==> src/gscf_pkg.sv <==
package gscf_pkg;

  // Action codes
  localparam logic ACT_BUILD = 1'b0;
  localparam logic ACT_CHECK = 1'b1;

  // Frame bytes and defaults
  localparam logic [7:0]  OP_HIGH        = 8'h26;
  localparam logic [7:0]  OP_LOW         = 8'h0F;
  localparam logic [15:0] DEF_HUM_TICKS  = 16'h8000;
  localparam logic [15:0] DEF_TEMP_TICKS = 16'h6666;
  localparam logic [7:0]  CRC_INIT       = 8'hFF;
  localparam logic [7:0]  CRC_POLY       = 8'h31;

  // Clamp limits
  localparam logic [19:0]        HUM_MAX  = 20'd100000;
  localparam logic signed [16:0] TEMP_MIN = -17'sd4500;
  localparam logic signed [16:0] TEMP_MAX = 17'sd13000;

  // Rounding offsets: half of each divisor
  localparam logic [32:0] HUM_HALF  = 33'd50000;
  localparam logic [30:0] TEMP_HALF = 31'd8750;

  // Humidity: s / 100000 = (s >> 5) / 3125, reciprocal scaled by 2^28
  localparam logic [16:0] HUM_RECIP = 17'd85899;
  localparam logic [27:0] HUM_DIV   = 28'd3125;
  // Temperature: s / 17500 = (s >> 2) / 4375, reciprocal scaled by 2^29
  localparam logic [16:0] TEMP_RECIP = 17'd122713;
  localparam logic [28:0] TEMP_DIV   = 29'd4375;

  // Byte positions within the command frame
  localparam logic [2:0] POS_OP_HIGH  = 3'd0;
  localparam logic [2:0] POS_OP_LOW   = 3'd1;
  localparam logic [2:0] POS_HUM_HIGH = 3'd2;
  localparam logic [2:0] POS_HUM_LOW  = 3'd3;
  localparam logic [2:0] POS_HUM_CRC  = 3'd4;
  localparam logic [2:0] POS_TMP_HIGH = 3'd5;
  localparam logic [2:0] POS_TMP_LOW  = 3'd6;
  localparam logic [2:0] POS_TMP_CRC  = 3'd7;

  typedef struct packed {
    logic               action;
    logic signed [15:0] temperature_centi;
    logic [19:0]        humidity_milli;
    logic               compensate;
    logic [15:0]        response_word;
    logic [7:0]         response_check;
  } item_t;

  typedef struct packed {
    logic [7:0]  frame_byte;
    logic        last_of_run;
    logic [15:0] signal_value;
    logic        signal_ok;
  } result_t;

  // Finished words of one item, handed from the pipeline to the serializer
  typedef struct packed {
    logic        action;
    logic        ok;
    logic [15:0] hum_word;
    logic [7:0]  hum_crc;
    logic [15:0] tmp_word;
    logic [7:0]  tmp_crc;
  } frame_t;

  // One byte of CRC-8, MSB first
  function automatic logic [7:0] crc8_byte(input logic [7:0] crc_in,
                                           input logic [7:0] data);
    logic [7:0] c;
    c = crc_in ^ data;
    for (int b = 0; b < 8; b++) begin
      if (c[7]) begin
        c = {c[6:0], 1'b0} ^ CRC_POLY;
      end else begin
        c = {c[6:0], 1'b0};
      end
    end
    return c;
  endfunction

endpackage

==> src/gscf_pipe.sv <==
module gscf_pipe (
  input  logic                 clk,
  input  logic                 rst,
  input  logic                 load,
  input  gscf_pkg::item_t      item,
  input  logic                 take,
  output logic                 ready,
  output logic                 frame_valid,
  output gscf_pkg::frame_t     frame
);

  // Stage enables: a stage moves when it is empty or its successor moves
  logic en1, en2, en3, en4, en5, en6;
  logic v1, v2, v3, v4, v5, v6;

  assign en6 = !v6 || take;
  assign en5 = !v5 || en6;
  assign en4 = !v4 || en5;
  assign en3 = !v3 || en4;
  assign en2 = !v2 || en3;
  assign en1 = !v1 || en2;
  assign ready = en1;

  // Stage 1: clamp measurements
  localparam logic signed [16:0] TEMP_MIN_C = gscf_pkg::TEMP_MIN;
  localparam logic [16:0] T_SPAN_W = 17'(gscf_pkg::TEMP_MAX - gscf_pkg::TEMP_MIN);
  localparam logic [14:0] T_SPAN = T_SPAN_W[14:0];

  logic        a1, c1;
  logic [16:0] h1;
  logic [14:0] t1;
  logic [15:0] w1;
  logic [7:0]  k1;

  logic signed [16:0] t_ext;
  logic signed [16:0] t_off;
  logic [16:0]        h_clamp;
  logic [14:0]        t_clamp;

  always_comb begin
    t_ext = {item.temperature_centi[15], item.temperature_centi};
    t_off = t_ext - TEMP_MIN_C;
    if (item.humidity_milli > gscf_pkg::HUM_MAX) begin
      h_clamp = gscf_pkg::HUM_MAX[16:0];
    end else begin
      h_clamp = item.humidity_milli[16:0];
    end
    if (t_ext < gscf_pkg::TEMP_MIN) begin
      t_clamp = '0;
    end else if (t_ext > gscf_pkg::TEMP_MAX) begin
      t_clamp = T_SPAN;
    end else begin
      t_clamp = t_off[14:0];
    end
  end

  always_ff @(posedge clk) begin
    if (rst) begin
      v1 <= 1'b0;
    end else if (en1) begin
      v1 <= load;
    end
  end

  always_ff @(posedge clk) begin
    if (en1) begin
      a1 <= item.action;
      c1 <= item.compensate;
      h1 <= h_clamp;
      t1 <= t_clamp;
      w1 <= item.response_word;
      k1 <= item.response_check;
    end
  end

  // Stage 2: scale by 65535 with rounding offset, drop divisor's power of two
  logic        a2, c2;
  logic [27:0] xh2;
  logic [28:0] xt2;
  logic [15:0] w2;
  logic [7:0]  k2;
  logic [32:0] sh;
  logic [30:0] st;

  always_comb begin
    sh = {h1, 16'd0} - 33'(h1) + gscf_pkg::HUM_HALF;
    st = {t1, 16'd0} - 31'(t1) + gscf_pkg::TEMP_HALF;
  end

  always_ff @(posedge clk) begin
    if (rst) begin
      v2 <= 1'b0;
    end else if (en2) begin
      v2 <= v1;
    end
  end

  always_ff @(posedge clk) begin
    if (en2) begin
      a2  <= a1;
      c2  <= c1;
      xh2 <= sh[32:5];
      xt2 <= st[30:2];
      w2  <= w1;
      k2  <= k1;
    end
  end

  // Stage 3: reciprocal multiply for the quotient estimate
  logic        a3, c3;
  logic [27:0] xh3;
  logic [28:0] xt3;
  logic [16:0] qh3, qt3;
  logic [15:0] w3;
  logic [7:0]  k3;
  logic [44:0] ph;
  logic [45:0] pt;

  always_comb begin
    ph = 45'(xh2) * 45'(gscf_pkg::HUM_RECIP);
    pt = 46'(xt2) * 46'(gscf_pkg::TEMP_RECIP);
  end

  always_ff @(posedge clk) begin
    if (rst) begin
      v3 <= 1'b0;
    end else if (en3) begin
      v3 <= v2;
    end
  end

  always_ff @(posedge clk) begin
    if (en3) begin
      a3  <= a2;
      c3  <= c2;
      xh3 <= xh2;
      xt3 <= xt2;
      qh3 <= ph[44:28];
      qt3 <= pt[45:29];
      w3  <= w2;
      k3  <= k2;
    end
  end

  // Stage 4: correct the estimate by one, select words
  logic [15:0] hw4, tw4;
  logic        a4;
  logic [7:0]  k4;
  logic [27:0] rh;
  logic [28:0] rt;
  logic [16:0] qh, qt;
  logic [15:0] hw_sel, tw_sel;

  always_comb begin
    rh = xh3 - (28'(qh3) * gscf_pkg::HUM_DIV);
    rt = xt3 - (29'(qt3) * gscf_pkg::TEMP_DIV);
    qh = qh3 + 17'(rh >= gscf_pkg::HUM_DIV);
    qt = qt3 + 17'(rt >= gscf_pkg::TEMP_DIV);
    if (a3 == gscf_pkg::ACT_CHECK) begin
      hw_sel = w3;
    end else if (c3) begin
      hw_sel = qh[15:0];
    end else begin
      hw_sel = gscf_pkg::DEF_HUM_TICKS;
    end
    tw_sel = c3 ? qt[15:0] : gscf_pkg::DEF_TEMP_TICKS;
  end

  always_ff @(posedge clk) begin
    if (rst) begin
      v4 <= 1'b0;
    end else if (en4) begin
      v4 <= v3;
    end
  end

  always_ff @(posedge clk) begin
    if (en4) begin
      a4  <= a3;
      hw4 <= hw_sel;
      tw4 <= tw_sel;
      k4  <= k3;
    end
  end

  // Stage 5: CRC over the high bytes
  logic        a5;
  logic [15:0] hw5, tw5;
  logic [7:0]  ch5, ct5, k5;

  always_ff @(posedge clk) begin
    if (rst) begin
      v5 <= 1'b0;
    end else if (en5) begin
      v5 <= v4;
    end
  end

  always_ff @(posedge clk) begin
    if (en5) begin
      a5  <= a4;
      hw5 <= hw4;
      tw5 <= tw4;
      k5  <= k4;
      ch5 <= gscf_pkg::crc8_byte(gscf_pkg::CRC_INIT, hw4[15:8]);
      ct5 <= gscf_pkg::crc8_byte(gscf_pkg::CRC_INIT, tw4[15:8]);
    end
  end

  // Stage 6: CRC over the low bytes, compare against the received check
  logic [7:0] ch_fin, ct_fin;

  always_comb begin
    ch_fin = gscf_pkg::crc8_byte(ch5, hw5[7:0]);
    ct_fin = gscf_pkg::crc8_byte(ct5, tw5[7:0]);
  end

  always_ff @(posedge clk) begin
    if (rst) begin
      v6 <= 1'b0;
    end else if (en6) begin
      v6 <= v5;
    end
  end

  always_ff @(posedge clk) begin
    if (en6) begin
      frame.action   <= a5;
      frame.ok       <= (a5 == gscf_pkg::ACT_CHECK) && (ch_fin == k5);
      frame.hum_word <= hw5;
      frame.hum_crc  <= ch_fin;
      frame.tmp_word <= tw5;
      frame.tmp_crc  <= ct_fin;
    end
  end

  assign frame_valid = v6;

endmodule

==> src/gas_sensor_command_framer_core.sv <==
// Command framer for a gas sensor's raw-measure exchange.
// Input: an item is taken at a rising edge where start is high and busy low.
// A build item (action 0) clamps and scales humidity and temperature to
// 16-bit ticks (or uses default ticks with compensation off) and emits an
// eight-byte frame: opcode, humidity word and CRC, temperature word and CRC.
// A check item (action 1) recomputes the CRC-8 of response_word and reports
// one result with signal_ok and signal_value.
// Results: strobe is high for one cycle per result; the receiver must take
// each one, it cannot hold results off. last_of_run marks the final result.
// The first result of an item passes through the six pipeline stages, the
// first loaded at the transfer edge, and then the serializer register; it can
// be held back while an earlier frame is still being serialized.
// Throughput: the six-stage pipeline takes an item every cycle unless busy;
// the serializer emits eight results per build item and one per check item.
// busy rises while the pipeline is full behind the serializer.
// Reset (rst, synchronous) empties the pipeline and the serializer; no result
// is pending afterwards and busy is low.
module gas_sensor_command_framer_core (
  input  logic                clk,
  input  logic                rst,
  input  logic                start,
  output logic                busy,
  input  gscf_pkg::item_t     item,
  output logic                strobe,
  output gscf_pkg::result_t   result
);

  logic             ready;
  logic             take;
  logic             frame_valid;
  gscf_pkg::frame_t frame;

  gscf_pipe u_pipe (
    .clk         (clk),
    .rst         (rst),
    .load        (start),
    .item        (item),
    .take        (take),
    .ready       (ready),
    .frame_valid (frame_valid),
    .frame       (frame)
  );

  assign busy = !ready;

  // Serializer: hold one frame and step through its bytes
  gscf_pkg::frame_t fr;
  logic             active;
  logic [2:0]       cnt;
  logic             last_now;

  assign last_now = active && ((fr.action == gscf_pkg::ACT_CHECK) ||
                               (cnt == gscf_pkg::POS_TMP_CRC));
  assign take     = !active || last_now;

  always_ff @(posedge clk) begin
    if (rst) begin
      active <= 1'b0;
      cnt    <= '0;
    end else if (take) begin
      active <= frame_valid;
      cnt    <= '0;
    end else begin
      cnt    <= cnt + 3'd1;
    end
  end

  always_ff @(posedge clk) begin
    if (take) begin
      fr <= frame;
    end
  end

  // Drive the result fields from the held frame
  logic [7:0] byte_sel;

  always_comb begin
    unique case (cnt)
      gscf_pkg::POS_OP_HIGH:  byte_sel = gscf_pkg::OP_HIGH;
      gscf_pkg::POS_OP_LOW:   byte_sel = gscf_pkg::OP_LOW;
      gscf_pkg::POS_HUM_HIGH: byte_sel = fr.hum_word[15:8];
      gscf_pkg::POS_HUM_LOW:  byte_sel = fr.hum_word[7:0];
      gscf_pkg::POS_HUM_CRC:  byte_sel = fr.hum_crc;
      gscf_pkg::POS_TMP_HIGH: byte_sel = fr.tmp_word[15:8];
      gscf_pkg::POS_TMP_LOW:  byte_sel = fr.tmp_word[7:0];
      gscf_pkg::POS_TMP_CRC:  byte_sel = fr.tmp_crc;
      default:                byte_sel = '0;
    endcase
  end

  always_comb begin
    strobe = active;
    if (fr.action == gscf_pkg::ACT_CHECK) begin
      result.frame_byte   = '0;
      result.last_of_run  = 1'b1;
      result.signal_value = fr.ok ? fr.hum_word : 16'd0;
      result.signal_ok    = fr.ok;
    end else begin
      result.frame_byte   = byte_sel;
      result.last_of_run  = (cnt == gscf_pkg::POS_TMP_CRC);
      result.signal_value = '0;
      result.signal_ok    = 1'b0;
    end
  end

`ifndef NO_ASSERTIONS
  // A build run keeps strobing until its last byte
  a_run_continues: assert property (@(posedge clk) disable iff (rst)
    strobe && !result.last_of_run |=> strobe)
    else $error("build run broke before its last byte");

  // A matched check is always a single-result run
  a_ok_is_last: assert property (@(posedge clk) disable iff (rst)
    strobe && result.signal_ok |-> result.last_of_run && result.frame_byte == 8'd0)
    else $error("signal_ok on a non-final or build result");

  // Nothing comes out right after reset
  a_reset_quiet: assert property (@(posedge clk)
    rst |=> !strobe && !busy)
    else $error("result or busy right after reset");

  // The serializer counter only leaves zero while a build run is out
  a_cnt_build: assert property (@(posedge clk) disable iff (rst)
    cnt != 3'd0 |-> active && fr.action == gscf_pkg::ACT_BUILD)
    else $error("byte counter moved outside a build run");
`endif

endmodule

==> config.mk <==
export PLATFORM = sky130hd
export DESIGN_NAME = gas_sensor_command_framer_core
export DESIGN_NICKNAME = d
export VERILOG_FILES = /design/src/gscf_pkg.sv /design/src/gscf_pipe.sv /design/src/gas_sensor_command_framer_core.sv
export SDC_FILE = /design/constraint.sdc
export NUM_CORES = 2
export LEC_CHECK = 0
export BUFFER_PORTS_ARGS = -buffer_cell sky130_fd_sc_hd__buf_2
export CAP_MARGIN = 40
export CORE_ASPECT_RATIO = 0.5
export CORE_UTILIZATION = 50
export CTS_BUF_LIST = sky130_fd_sc_hd__clkbuf_4 sky130_fd_sc_hd__clkbuf_8
export DETAILED_ROUTE_END_ITERATION = 16
export GPL_TIMING_DRIVEN = 0
export PLACE_DENSITY = 0.73
export SLEW_MARGIN = 20
export SYNTH_ARGS = -nofsm -noshare
export SYNTH_HDL_FRONTEND = slang
export SYNTH_HIERARCHICAL = 1
export SYNTH_SLANG_ARGS = --single-unit
==> constraint.sdc <==
create_clock -name clk -period 12.35 [get_ports clk]
set_clock_uncertainty 0.15 [all_clocks]
set_input_delay 1.8525 -clock clk [delete_from_list [all_inputs] [get_ports clk]]
set_output_delay 1.8525 -clock clk [all_outputs]
set_load 0.05 [all_outputs]
# After elaboration in Yosys (flattened, before gate mapping)
# Index checks and enable logic that the tools add are counted.
# op_classes
n_eq_ne,8
order_cmp,5
n_mul,4
bitwise,36
reduce_logical,21
n_addsub,10
mux,52
# ops
operator,n
two-way mux 6 bit,32
two-way mux 8 bit,14
inverter 3 bit,32
case mux 8 bit (8 select lines),1
two-way mux 16 bit,3
"multiplier 29 x 17 -> 46 bit, second input constant",1
"multiplier 28 x 17 -> 45 bit, second input constant",1
"adder 33 x 16 -> 33 bit, second input constant",1
subtractor 33 x 17 -> 33 bit,1
adder 16 x 1 -> 16 bit,2
"adder 31 x 14 -> 31 bit, second input constant",1
subtractor 31 x 15 -> 31 bit,1
">= comparator 29 x 13 -> 1 bit, second input constant",1
"multiplier 17 x 13 -> 29 bit, second input constant",1
subtractor 29 bit,1
">= comparator 28 x 12 -> 1 bit, second input constant",1
"multiplier 17 x 12 -> 28 bit, second input constant",1
subtractor 28 bit,1
two-way mux 26 bit,1
"> comparator 20 x 17 -> 1 bit, second input constant",1
"> comparator 16 x 15 -> 1 bit, second input constant",1
"< comparator 16 x 14 -> 1 bit, second input constant",1
inverter 8 bit,2
bitwise XOR 8 bit,2
other kinds (12),32
# word_totals
word_cells,190
ff_bits,466

# Longest topological paths before layout
# depth
depth_word,27
mapped_depth,30

# By module
# The synthesis kept the hierarchy.
# by_module_without_submodules
mod,area_per_inst_um2,instances,cells_per_inst
gscf_pipe,41821.4,1,3560
gas_sensor_command_framer_core,2253.4,1,147

# Worst setup path after synthesis
# OpenSTA, ideal clock, no wires.
# synth_path
kind,reg-to-output
from,reg cnt[0]
to,out busy
required_time_ps,10347
slack_ps,4769
t_arrival_ps,5579
n_path_buf,1
stages_incl_launch_ff,10
cell_sequence,dfxtp_1 > ha_1 > ha_1 > nor2_1 > nand2_1 > nor2b_1 > and3_1 > clkbuf_1 > nand4_1 > inv_1
# synth_via
elab_chain_cells,11
# synth_rtl
element,line_no,rtl
from (decl),gas_sensor_command_framer_core.sv:49,logic [2:0] cnt;
from (signal assigned),gas_sensor_command_framer_core.sv:64,cnt <= cnt + 3'd1;
== test 3 bit,gas_sensor_command_framer_core.sv:53,(cnt == gscf_pkg::POS_TMP_CRC));
logical OR 1 bit,gas_sensor_command_framer_core.sv:52,assign last_now = active && ((fr.action == gscf_pkg::ACT_CHECK) ||
logical AND 1 bit,gas_sensor_command_framer_core.sv:52,
logical OR 1 bit,gas_sensor_command_framer_core.sv:54,assign take = !active || last_now;
named net take,gas_sensor_command_framer_core.sv:29,logic take;
logical OR 1 bit,gscf_pipe.sv:16,assign en6 = !v6 || take;
logical OR 1 bit,gscf_pipe.sv:17,assign en5 = !v5 || en6;
logical OR 1 bit,gscf_pipe.sv:18,assign en4 = !v4 || en5;
logical OR 1 bit,gscf_pipe.sv:19,assign en3 = !v3 || en4;
logical OR 1 bit,gscf_pipe.sv:20,assign en2 = !v2 || en3;
logical OR 1 bit,gscf_pipe.sv:21,assign en1 = !v1 || en2;
named net ready,gas_sensor_command_framer_core.sv:28,logic ready;
logical NOT 1 bit,gas_sensor_command_framer_core.sv:44,assign busy = !ready;
to (decl),gas_sensor_command_framer_core.sv:22,"output logic busy,"
# The timed path passes the listed nets, and every way through them passes these cells.

# Worst setup path after layout
# layout_path
from,reg u_pipe.qt3[13]
to,reg u_pipe.tw4[14] (data pin)
# layout_via
elab_chain_cells,4
# layout_rtl
element,line_no,rtl
from (decl),gscf_pipe.sv:113,"logic [16:0] qh3, qt3;"
from (signal assigned),gscf_pipe.sv:139,qt3 <= pt[45:29];
multiplier 17 x 13 -> 29 bit,gscf_pipe.sv:156,rt = xt3 - (29'(qt3) * gscf_pkg::TEMP_DIV);
subtractor 29 bit,gscf_pipe.sv:156,
>= comparator 29 x 13 -> 1 bit,gscf_pipe.sv:158,qt = qt3 + 17'(rt >= gscf_pkg::TEMP_DIV);
adder 16 x 1 -> 16 bit (*),gscf_pipe.sv:158,
to (signal assigned),gscf_pipe.sv:181,tw4 <= tw_sel;
to (decl),gscf_pipe.sv:146,"logic [15:0] hw4, tw4;"
# Every way passes the cells marked *; elsewhere a longest branch is shown, timed or not.
# A chain may end at the register's enable or synchronous reset.

==> results.toml <==
[routing]
wirelength_um = 89100
drc = 0
dr.pass1.iters = 5
routedWlPerCell_um = 17.4
via_per_inst = 5.20
vias = 26600
drt_iter0_markers = 1407
antenna_left = 0

[global_routing]
grt_pass1_wl_um = 147000
grt_pass1_vias = 28500
overflow = 0
grt_max_degree = 61
antenna_found_initial = 1
grt.total_usage_pct = 21.0

[logic_synthesis]
yosysWarnings = 6
synth.area.top_cells = "edfxtp_1, fa_1, ha_1"
async_reset_ff_share_pct = 0
ys_ff_latch = 466
yosys.area.top_type = "edfxtp_1"
synth_fp_nets = 4993
syn_area_mm2 = 0.0441
synth_enable_flop_cells = 456
ys.flop_type = "edfxtp_1"
synth_top_area_share_pct = 31.1
syn_inst = 3707
synth_area_per_cell_um2 = 11.9
synth_cell_type_count = 82
seq_area_frac_synth_pct = 31.5

[clocking]
postCtsResizedCells = 0
worstSkewPairLatency_ns = 0.73
cts.sinks = 466
cts_tree = "built"
cts_hold_buf = 0
root_buffer = "clkbuf_8"
path_clk_slew_ns = 0.06
clk_path_buf_depth = 3
cts_setup_buffers = 0
h-tree-depth = 3
cts_made_buffers = 72

[setup_path]
cpLargestDelayFamily = "adder cells"
worstPathRequired_ns = 12.62
r2r-end = "u_pipe/tw4[14]"
r2r_start = "u_pipe/qt3[13]"
startpoint_type = "flip-flop"
critPathKind = "flip-flop to flip-flop"
crit_fanout = 9
slowest_stage = "edfxtp_1"
worst_ep_arrival_time_ns = 8.21
max_stage_delay_ns = 0.71
crit_path_end_kind = "flip-flop"
rrSetupSlack_ns = 4.41
reg2reg_depth = 26
worst-path-buf-inv = 4

[hold_path]
min-delay-start = "u_pipe/w2[2]"
hold_depth = 0
hold_end = "u_pipe/w3[2]"
hold_path.class = "flip-flop to flip-flop"

[floorplanning]
rows = 76
fp.dieH_um = 212
initial_utilization_pct = 50.9
die_w_um = 422
num_io_pins = 93
core-area_mm2 = 0.0866
die-area_mm2 = 0.0894

[sta]
setup_viol = 0
fmax_ghz = 0.126
post-route-period-util_pct = 64.3
relSlewSlack_pct = 42.9
maxSlewViolCount = 0
finalHoldViolCount = 0
setup_tns_ns = 0
rsz0062_at_grt = "false"
worstMarginPinSlew_ns = 0.857
post-route-min-period_ns = 7.94

[run]
cap_violations = 0

[place]
io_buffer_count = 92
gp_congestion = 0.888
post-dp-hpwl_um = 73100

[layout]
layout_common_cells = "inv_1, ha_1, fa_1"
area_delta_synth_final_pct = 8.36
layout_commonest_cell = "inv_1"
layout-drive-gt1-share_pct = 6.80
nets = 5172

[run_status]
status = "finished clean"
layout make-up:
type | instances | area, um^2
antenna | 1 | 2.50
buffer | 44 | 199
clock buffer | 94 | 1160
clock inverter | 34 | 329
fill | 7106 | 38900
inverter | 869 | 3260
multi-input combinational | 2328 | 26800
sequential | 466 | 13900
tap | 1170 | 1460
timing repair buffer | 105 | 698
registers in the layout, indices dropped and copies added (netlist names), 17 cells and up:
signal,flops
fr,50
u_pipe/frame,50
u_pipe/xt2,29
u_pipe/xt3,29
u_pipe/xh2,28
u_pipe/xh3,28
u_pipe/h1,17
u_pipe/qh3,17
u_pipe/qt3,17
stage by stage:
stage	setup WS, ns	utilization (%)	area [um^2]	hold WS, ns	instances
5_1_grt	3.94	55.1	47800	0.237	5111
3_5_place_dp	4.38	53.4	46300	0.255	4982
2_1_floorplan	4.77	-	44100	0.250	3707
3_3_place_gp	3.13	53.1	46000	0.251	4969
6_report	4.41	55.1	47800	0.223	5111
4_1_cts	4.34	55.1	47800	0.211	5110
layer usage:
layer | up-vias | track usage (%) | part of all wire, %
li1 | 12600 | - | -
met5 | - | 0 | 0
met2 | 591 | 35.9 | 48
met3 | 137 | 3.32 | 4.7
met1 | 13300 | 28.1 | 45
met4 | 0 | 5.52 | 2.3
cell usage after synthesis, types with 9 or more instances:
| library cell | count |
|---|---|
| inv_1 | 868 |
| ha_1 | 646 |
| fa_1 | 575 |
| edfxtp_1 | 456 |
| nand2_1 | 131 |
| xnor2_1 | 125 |
| a21oi_1 | 108 |
| xor2_1 | 95 |
| o21ai_0 | 92 |
| nor2_1 | 81 |
| nand3_1 | 39 |
| nor3_1 | 39 |
| a21o_1 | 36 |
| and3_1 | 31 |
| clkbuf_1 | 30 |
| and2_1 | 28 |
| nand2b_1 | 28 |
| nand4_1 | 23 |
| a31oi_1 | 20 |
| o21a_1 | 20 |
| nor2b_1 | 14 |
| or3_1 | 11 |
| a211oi_1 | 10 |
| dfxtp_1 | 10 |
| buf_2 | 9 |
cell families (layout without fill, tap and decap cells):
kind of cell | Yosys count | in the layout | synth area share, %
multiplexers | 15 | 15 | 0.369
other | 0 | 1 | 0
adder cells (fa/ha/maj) | 1222 | 1222 | 44.5
buffers and inverters | 913 | 1146 | 7.85
XOR/XNOR | 220 | 220 | 4.37
AND/OR/NAND/NOR | 463 | 463 | 5.27
AO/OA/AOI/OAI | 408 | 408 | 6.13
flip-flops | 466 | 466 | 31.5
worst max path at each step:
stage	startpoint	endpoint	slack, ns	cells after the start
floorplan	cnt[0]	busy	4.77	9
global placement	cnt[0]	busy	3.13	10
detailed placement	u_pipe/qt3[13]	u_pipe/tw4[14]	4.38	27
CTS	u_pipe/qt3[13]	u_pipe/tw4[14]	4.34	27
global route	u_pipe/qt3[13]	u_pipe/tw4[14]	3.94	26
finish	u_pipe/qt3[13]	u_pipe/tw4[14]	4.41	26
Power is not shown: default switching activity piles up to over one toggle a cycle in this logic, so the estimate is an artifact.
